`config.mk`:
```
export PLATFORM = sky130hd
export DESIGN_NAME = epoch_to_calendar_date
export DESIGN_NICKNAME = d
export VERILOG_FILES = /design/src/etcd_pkg.sv /design/src/etcd_year_lut.sv /design/src/epoch_to_calendar_date.sv
export SDC_FILE = /design/constraint.sdc
export NUM_CORES = 2
export LEC_CHECK = 0
export ABC_CLOCK_PERIOD_IN_PS = 13650
export BUFFER_PORTS_ARGS = -buffer_cell sky130_fd_sc_hd__buf_2
export CAP_MARGIN = 5
export CELL_PAD_IN_SITES_DETAIL_PLACEMENT = 1
export CELL_PAD_IN_SITES_GLOBAL_PLACEMENT = 2
export CORE_ASPECT_RATIO = 1.25
export CORE_MARGIN = 2
export CORE_UTILIZATION = 40
export CTS_CLUSTER_SIZE = 8
export DETAILED_ROUTE_END_ITERATION = 12
export GPL_ROUTABILITY_DRIVEN = 0
export PLACE_DENSITY_LB_ADDON = 0.1
export SYNTH_ARGS = -nofsm -noshare
export SYNTH_HDL_FRONTEND = slang
export SYNTH_SLANG_ARGS = --single-unit
export TNS_END_PERCENT = 5
```
`constraint.sdc`:
```
create_clock -name clk -period 13.65 [get_ports clk]
set_clock_uncertainty 0.15 [all_clocks]
set_input_delay 2.0475 -clock clk [delete_from_list [all_inputs] [get_ports clk]]
set_output_delay 2.0475 -clock clk [all_outputs]
set_load 0.05 [all_outputs]
```
`src/etcd_pkg.sv`:
```
`default_nettype none
package etcd_pkg;

	localparam int OffW   = 18;
	localparam int DaysW  = 16;	// max day count 49710
	localparam int YearBase = 1970;
	localparam int YearCount = 138;	// 1970 .. 2107, one past the last reachable year
	localparam int TblDepth = 256;

	// days in year, Gregorian rule (elaboration only)
	function automatic logic [8:0] year_len(input logic [11:0] y);
		logic leap;
		leap = (y[1:0] == 2'd0) && ((y % 12'd100 != 12'd0) || (y % 12'd400 == 12'd0));
		year_len = leap ? 9'd366 : 9'd365;
	endfunction

	// leap year from year index; 2100 is the only century without a leap day in range
	function automatic logic leap_idx(input logic [7:0] i);
		leap_idx = (i[1:0] == 2'd2) && (i != 8'(2100 - YearBase));
	endfunction

	// days in month m (0 = January)
	function automatic logic [4:0] month_len(input logic [3:0] m, input logic leap);
		logic [4:0] r;
		case (m)
			4'd1:    r = leap ? 5'd29 : 5'd28;
			4'd3, 4'd5, 4'd8, 4'd10: r = 5'd30;
			default: r = 5'd31;
		endcase
		month_len = r;
	endfunction

	// day of year on which month m starts (0 = January)
	function automatic logic [8:0] month_start(input logic [3:0] m, input logic leap);
		logic [8:0] acc;
		acc = '0;
		for (int k = 0; k < 11; k++)
			if (4'(k) < m) acc = acc + 9'(month_len(4'(k), leap));
		month_start = acc;
	endfunction

	// day count of Jan 1 for each year index, all ones past the last year
	function automatic logic [TblDepth*DaysW-1:0] year_table();
		logic [TblDepth*DaysW-1:0] tbl;
		logic [DaysW-1:0] acc;
		acc = '0;
		for (int k = 0; k < TblDepth; k++) begin
			tbl[k*DaysW +: DaysW] = (k < YearCount) ? acc : {DaysW{1'b1}};
			if (k < YearCount) acc = acc + DaysW'(year_len(12'(YearBase + k)));
		end
		year_table = tbl;
	endfunction

	localparam logic [TblDepth*DaysW-1:0] YearStartTbl = year_table();

endpackage
`default_nettype wire

```
`src/etcd_year_lut.sv`:
```
`default_nettype none
// Constant table: start day of each year since the base year
module etcd_year_lut
	import etcd_pkg::*;
(
	input  wire logic [7:0]       idx,
	output logic      [DaysW-1:0] start_day
);
	assign start_day = YearStartTbl[32'(idx) * DaysW +: DaysW];
endmodule
`default_nettype wire

```
`src/epoch_to_calendar_date.sv`:
```
// Epoch seconds to calendar date converter.
// Slave stream s_axis_* takes one word per item: tdata[31:0] = unix_seconds.
// Master stream m_axis_* returns one word per item, tdata from bit 0 up:
//   second_of_minute[5:0], minute_of_hour[11:6], hour_of_day[16:12],
//   day_of_week[19:17], year_number[31:20], month_number[35:32],
//   day_of_month[40:36], zero fill to 48 bits.
// cfg_we/cfg_data write the signed 18-bit time_offset; write only when idle.
// Seven register stages: offset add, divide by 60, divide by 60, divide by
// 24, upper half of the year search plus weekday, lower half of the year
// search with day-of-year, then month lookup into the output register.
// A new word can enter every cycle while the receiver is not stalling, so one
// word per cycle is sustained. The divides are reciprocal multiplies.
// Reset clears all valid bits and the offset register to zero.
// When the receiver stalls, the whole pipeline holds; the input is ready only
// while the pipeline can advance, so nothing is lost or repeated.
`default_nettype none
module epoch_to_calendar_date
	import etcd_pkg::*;
(
	input  wire logic             clk,
	input  wire logic             arst_n,
	input  wire logic             cfg_we,
	input  wire logic [OffW-1:0]  cfg_data,
	input  wire logic             s_axis_tvalid,
	output logic                  s_axis_tready,
	input  wire logic [31:0]      s_axis_tdata,	// unix_seconds
	output logic                  m_axis_tvalid,
	input  wire logic             m_axis_tready,
	output logic      [47:0]      m_axis_tdata	// see head comment
);
	logic [OffW-1:0] off_q;
	logic v1, v2, v3, v4, v5, v6, v7;
	logic adv;
	assign adv = !m_axis_tvalid || m_axis_tready;
	assign s_axis_tready = adv;
	assign m_axis_tvalid = v7;

	always_ff @(posedge clk or negedge arst_n) begin
		if (!arst_n) off_q <= '0;
		else if (cfg_we) off_q <= cfg_data;
	end

	// stage data
	logic [31:0] t_s1;
	logic [26:0] m_s2; logic [5:0] sec_s2;
	logic [20:0] h_s3; logic [5:0] sec_s3, min_s3;
	logic [15:0] d_s4; logic [4:0] hr_s4; logic [5:0] sec_s4, min_s4;
	logic [15:0] d_s5; logic [4:0] hr_s5; logic [5:0] sec_s5, min_s5; logic [2:0] wd_s5;
	logic [7:0] yi_s5; logic [DaysW-1:0] ys_s5;
	logic [8:0] doy_s6; logic [7:0] yi_s6; logic [4:0] hr_s6; logic [5:0] sec_s6, min_s6;
	logic [2:0] wd_s6;

	// divide helpers by reciprocal
	logic [26:0] q60a; logic [5:0] r60a;
	logic [20:0] q60b; logic [5:0] r60b;
	logic [15:0] q24;  logic [4:0] r24;
	logic [2:0]  r7;
	always_comb begin
		logic [63:0] p; logic [31:0] r;
		p = 64'(t_s1) * 64'd2290649225;	// ceil(2^37/60)
		q60a = 27'(p >> 37);
		r = t_s1 - 32'(q60a) * 32'd60;
		r60a = r[5:0];
	end
	always_comb begin
		logic [63:0] p; logic [26:0] r;
		p = 64'(m_s2) * 64'd2290649225;
		q60b = 21'(p >> 37);
		r = m_s2 - 27'(q60b) * 27'd60;
		r60b = r[5:0];
	end
	always_comb begin
		logic [47:0] p; logic [20:0] r;
		p = 48'(h_s3) * 48'd44739243;	// ceil(2^30/24)
		q24 = 16'(p >> 30);
		r = h_s3 - 21'(q24) * 21'd24;
		r24 = r[4:0];
	end

	// weekday from day count, epoch day was a Thursday
	always_comb begin
		logic [16:0] w; logic [35:0] pw; logic [16:0] q7;
		w = 17'(d_s4) + 17'd4;
		pw = 36'(w) * 36'd149797;	// ceil(2^20/7)
		q7 = 17'(pw >> 20);
		r7 = 3'(w - q7 * 17'd7);
	end

	// year index, upper four steps of the binary search
	logic [4:0][7:0]       yh;
	logic [4:0][DaysW-1:0] sh;
	logic [3:0][DaysW-1:0] lh;
	assign yh[0] = '0;
	assign sh[0] = '0;
	for (genvar g = 0; g < 4; g++) begin : g_hi
		etcd_year_lut u_lut (.idx(yh[g] | (8'd1 << (7 - g))), .start_day(lh[g]));
		assign yh[g+1] = (lh[g] <= d_s4) ? (yh[g] | (8'd1 << (7 - g))) : yh[g];
		assign sh[g+1] = (lh[g] <= d_s4) ? lh[g] : sh[g];
	end

	// year index, lower four steps
	logic [4:0][7:0]       yl;
	logic [4:0][DaysW-1:0] sl;
	logic [3:0][DaysW-1:0] ll;
	assign yl[0] = yi_s5;
	assign sl[0] = ys_s5;
	for (genvar g = 0; g < 4; g++) begin : g_lo
		etcd_year_lut u_lut (.idx(yl[g] | (8'd1 << (3 - g))), .start_day(ll[g]));
		assign yl[g+1] = (ll[g] <= d_s5) ? (yl[g] | (8'd1 << (3 - g))) : yl[g];
		assign sl[g+1] = (ll[g] <= d_s5) ? ll[g] : sl[g];
	end

	// month: parallel compares against month start days
	logic [3:0] mo; logic [8:0] dd;
	always_comb begin
		logic lp; logic [8:0] base;
		lp = leap_idx(yi_s6);
		mo = '0; base = '0;
		for (int m = 1; m < 12; m++)
			if (doy_s6 >= month_start(4'(m), lp)) begin
				mo = 4'(m);
				base = month_start(4'(m), lp);
			end
		dd = doy_s6 - base;
	end

	always_ff @(posedge clk or negedge arst_n) begin
		if (!arst_n) begin
			{v1, v2, v3, v4, v5, v6, v7} <= '0;
		end else if (adv) begin
			v1 <= s_axis_tvalid; v2 <= v1; v3 <= v2; v4 <= v3;
			v5 <= v4; v6 <= v5; v7 <= v6;
		end
	end

	always_ff @(posedge clk) begin
		if (adv) begin
			t_s1 <= s_axis_tdata + {{(32-OffW){off_q[OffW-1]}}, off_q};
			m_s2 <= q60a; sec_s2 <= r60a;
			h_s3 <= q60b; min_s3 <= r60b; sec_s3 <= sec_s2;
			d_s4 <= q24; hr_s4 <= r24;
			sec_s4 <= sec_s3; min_s4 <= min_s3;
			d_s5 <= d_s4; yi_s5 <= yh[4]; ys_s5 <= sh[4]; hr_s5 <= hr_s4;
			wd_s5 <= r7 + 3'd1;
			sec_s5 <= sec_s4; min_s5 <= min_s4;
			doy_s6 <= 9'(d_s5 - sl[4]); yi_s6 <= yl[4]; hr_s6 <= hr_s5;
			wd_s6 <= wd_s5; sec_s6 <= sec_s5; min_s6 <= min_s5;
			m_axis_tdata <= {7'd0, 5'(dd + 9'd1), mo + 4'd1,
				12'(YearBase) + 12'(yi_s6), wd_s6, hr_s6, min_s6, sec_s6};
		end
	end
endmodule
`default_nettype wire

```
==> flow_summary.ini <==
[outcome]
status = complete, no violations

[die]
dieWidth_um = 292
coreArea_sq_um = 103000
initial_core_util = 0.402
fp-row-count = 132
dieHeight_um = 364
die-area_sq_um = 106000
io_pins = 105

[sta]
finalSetupViolCount = 0
timing.final.crit_period_ns = 13.02
worst_slew_pin_slew_ns = 0.983
fmax_ghz = 0.0768
layout_worst_path_cycle_share = 0.954
hold_violations = 0
maxSlewHeadroom = 0.345
slew_viol_final = 0

[clock_network]
worstSkewPairLatency_ns = 0.63
cts_sinks = 282
cts_tree = built
clockBufferDepth = 3
ctsHoldBuffers = 0
cts.clk_slew.worst_paths_ns = 0.06
cts_buffers = 45
root_buffer = clkbuf_16
htree_levels = 2

[flow_run]
drv_cap = 0

[layout]
final_nets = 5562
fin_area_sq_um = 45100
ff_latch_area_sq_um = 8340
diodes = 0
area_growth_syn_to_layout_pct = 8.77
n_fill_cell = 11445
drive_gt1_frac = 0.0677
multi_input_area_sq_um = 29900

[routing]
num_vias = 29031
ant_nets = 0
met1Wirelength_mm = 44.5
top_layer = met4
route.met2.wl_mm = 63.8
drtIter0Drc = 974
wl_per_cell_um = 20.7
wl_met3_mm = 2.09
firstDrtPassIters = 5
drc = 0
totalWireLength_mm = 114
vias_per_cell = 5.27

[global_routing]
gr-total-overflow = 0
grt_pass1_wl_mm = 181
grt_pass1_vias = 32688
grt_use_total = 0.219
antenna_found_initial = 0
grt_max_degree = 76

[logic_synthesis]
yosys.area.top_type = ha_1
synth_cell_types = 89
synth_most_common_cell = ha_1
syn-instance-count = 4029
avgSynthCellArea_sq_um = 10.3
ys_seq_area_frac = 0.201
synth-main-ff-cell = edfxtp_1
synth_top_area_frac = 0.277
synthArstFlopShare = 0.0887
synth_edf_count = 257
synth.yosys.warnings = 0
synth_commonest_cells = 917 x ha_1, 770 x inv_1, 442 x fa_1
netlist_area_sq_um = 41500
yosys-top-cells-area = ha_1 28%, fa_1 21%, edfxtp_1 19%, inv_1 7.0%, a21oi_1 2.6%
ys_ff_latch = 282

[critical_path]
end_kind = register
rr_startpoint = yi_s5[4]$_SDFFCE_PP1P_
ff2ff_setup_slack_ns = 0.63
max_stage_delay_ns = 0.47
crit_type = reg -> reg
crit_path_top_delay_cell = mux4_2
crit_top_cell = a21oi_1
critPathMaxFanout = 16
worstSetupEndpoint = doy_s6[8]$_DFFE_PP_
r2r_end = doy_s6[8]$_DFFE_PP_
crit_start = yi_s5[4]$_SDFFCE_PP1P_
worst-endpoint-required_ns = 13.87
cp.arrival_ns = 13.23
critPathLaunchType = register
reg2regPathDepth = 64

[placed_design]
placed_area_sq_um = 43600
hpwl_mm = 96.6
numPortBuffers = 97

[hold_path]
hold_class = reg -> reg
holdPathStages = 0
[routing by layer]
layer,global-route usage,vias up
met5,0,-
met4,0.0701,0
met3,0.0169,145
met2,0.441,331
met1,0.239,14546
li1,-,14009
[how the worst min path moves through the flow]
stage | endpoint | slack (ns) | start
floorplan | hr_s5[0]$_DFFE_PP_ | 0.25 | hr_s4[0]$_DFFE_PP_
global placement | hr_s5[1]$_DFFE_PP_ | 0.25 | hr_s4[1]$_DFFE_PP_
detailed placement | sec_s6[5]$_DFFE_PP_ | 0.26 | sec_s5[5]$_DFFE_PP_
CTS | min_s4[5]$_DFFE_PP_ | 0.22 | min_s3[5]$_DFFE_PP_
global route | min_s4[5]$_DFFE_PP_ | 0.25 | min_s3[5]$_DFFE_PP_
finish | min_s4[5]$_DFFE_PP_ | 0.23 | min_s3[5]$_DFFE_PP_
[cell families after synthesis]
| group | share of synthesized area |
|---|---|
| fa+ha+maj | 0.490 |
| buf+inv | 0.0801 |
| compound gates | 0.115 |
| simple gates | 0.0708 |
| flops | 0.201 |
| xor+xnor | 0.0317 |
| mux | 0.0115 |
| other cells | 0.0000904 |
[cells in the final DEF, fill, tap and decap left out, types with 26 or more instances in the layout]
| cell | instances |
|---|---|
| ha_1 | 914 |
| fa_1 | 442 |
| nand2b_1 | 36 |
| a211oi_1 | 40 |
| a21o_1 | 94 |
| xor2_1 | 49 |
| buf_4 | 54 |
| o21ai_0 | 131 |
| nor2_1 | 159 |
| nand4_1 | 33 |
| a21oi_1 | 212 |
| nor2b_1 | 38 |
| nor3_1 | 47 |
| a31oi_1 | 26 |
| edfxtp_1 | 257 |
| buf_2 | 97 |
| nand3_1 | 51 |
| clkbuf_16 | 45 |
| inv_1 | 769 |
| nand2_1 | 157 |
| o21a_1 | 42 |
| xnor2_1 | 101 |
[critical path: cells and delay by family (launching register included)]
kind / cells / cell delay (ns)
AO/OA/AOI/OAI: 31 / 5.30
buffers and inverters: 6 / 0.99
multiplexers: 2 / 0.91
flip-flops: 1 / 0.43
adder cells (fa/ha/maj): 9 / 2.75
XOR/XNOR: 2 / 0.29
AND/OR/NAND/NOR: 14 / 1.97
[sequential cells by signal, summed over array words and instances (netlist names), 9 cells and up]
register,count
doy_s6,9
t_s1,32
m_axis_tdata,41
m_s2,27
d_s4,16
d_s5,16
off_q,18
h_s3,21
[layout make-up]
cell class | instances | area share
timing repair buffer | 152 | 0.0200
multi-input combinational | 2890 | 0.663
clock inverter | 14 | 0.00460
inverter | 777 | 0.0650
clock buffer | 53 | 0.0256
tap | 1340 | 0.0372
sequential | 282 | 0.185
[repair_timing]
action / CTS / global route
endpoints found under the setup margin: 1 / 6
hold endpoints to repair: 0 / 0
gates resized for setup: 1 / 15
buffers inserted: 0 / 13
pin swaps: 0 / 4
gates cloned: 0 / 0
[metrics by stage]
step	cells	TNS, ns	utilization	setup slack [ns]	hold slack (ns)
global route	5508	-0.0136	0.437	-0.0136	0.250
detailed placement	5428	-0.0293	0.422	-0.0293	0.255
floorplan	4035	0	-	0.00758	0.250
global placement	5428	0	0.422	0.167	0.251
CTS	5495	0	0.436	0.0854	0.217
finish	5508	0	0.437	0.631	0.227
Power is not shown: default switching activity piles up to over one toggle a cycle in this logic, so the estimate is an artifact.
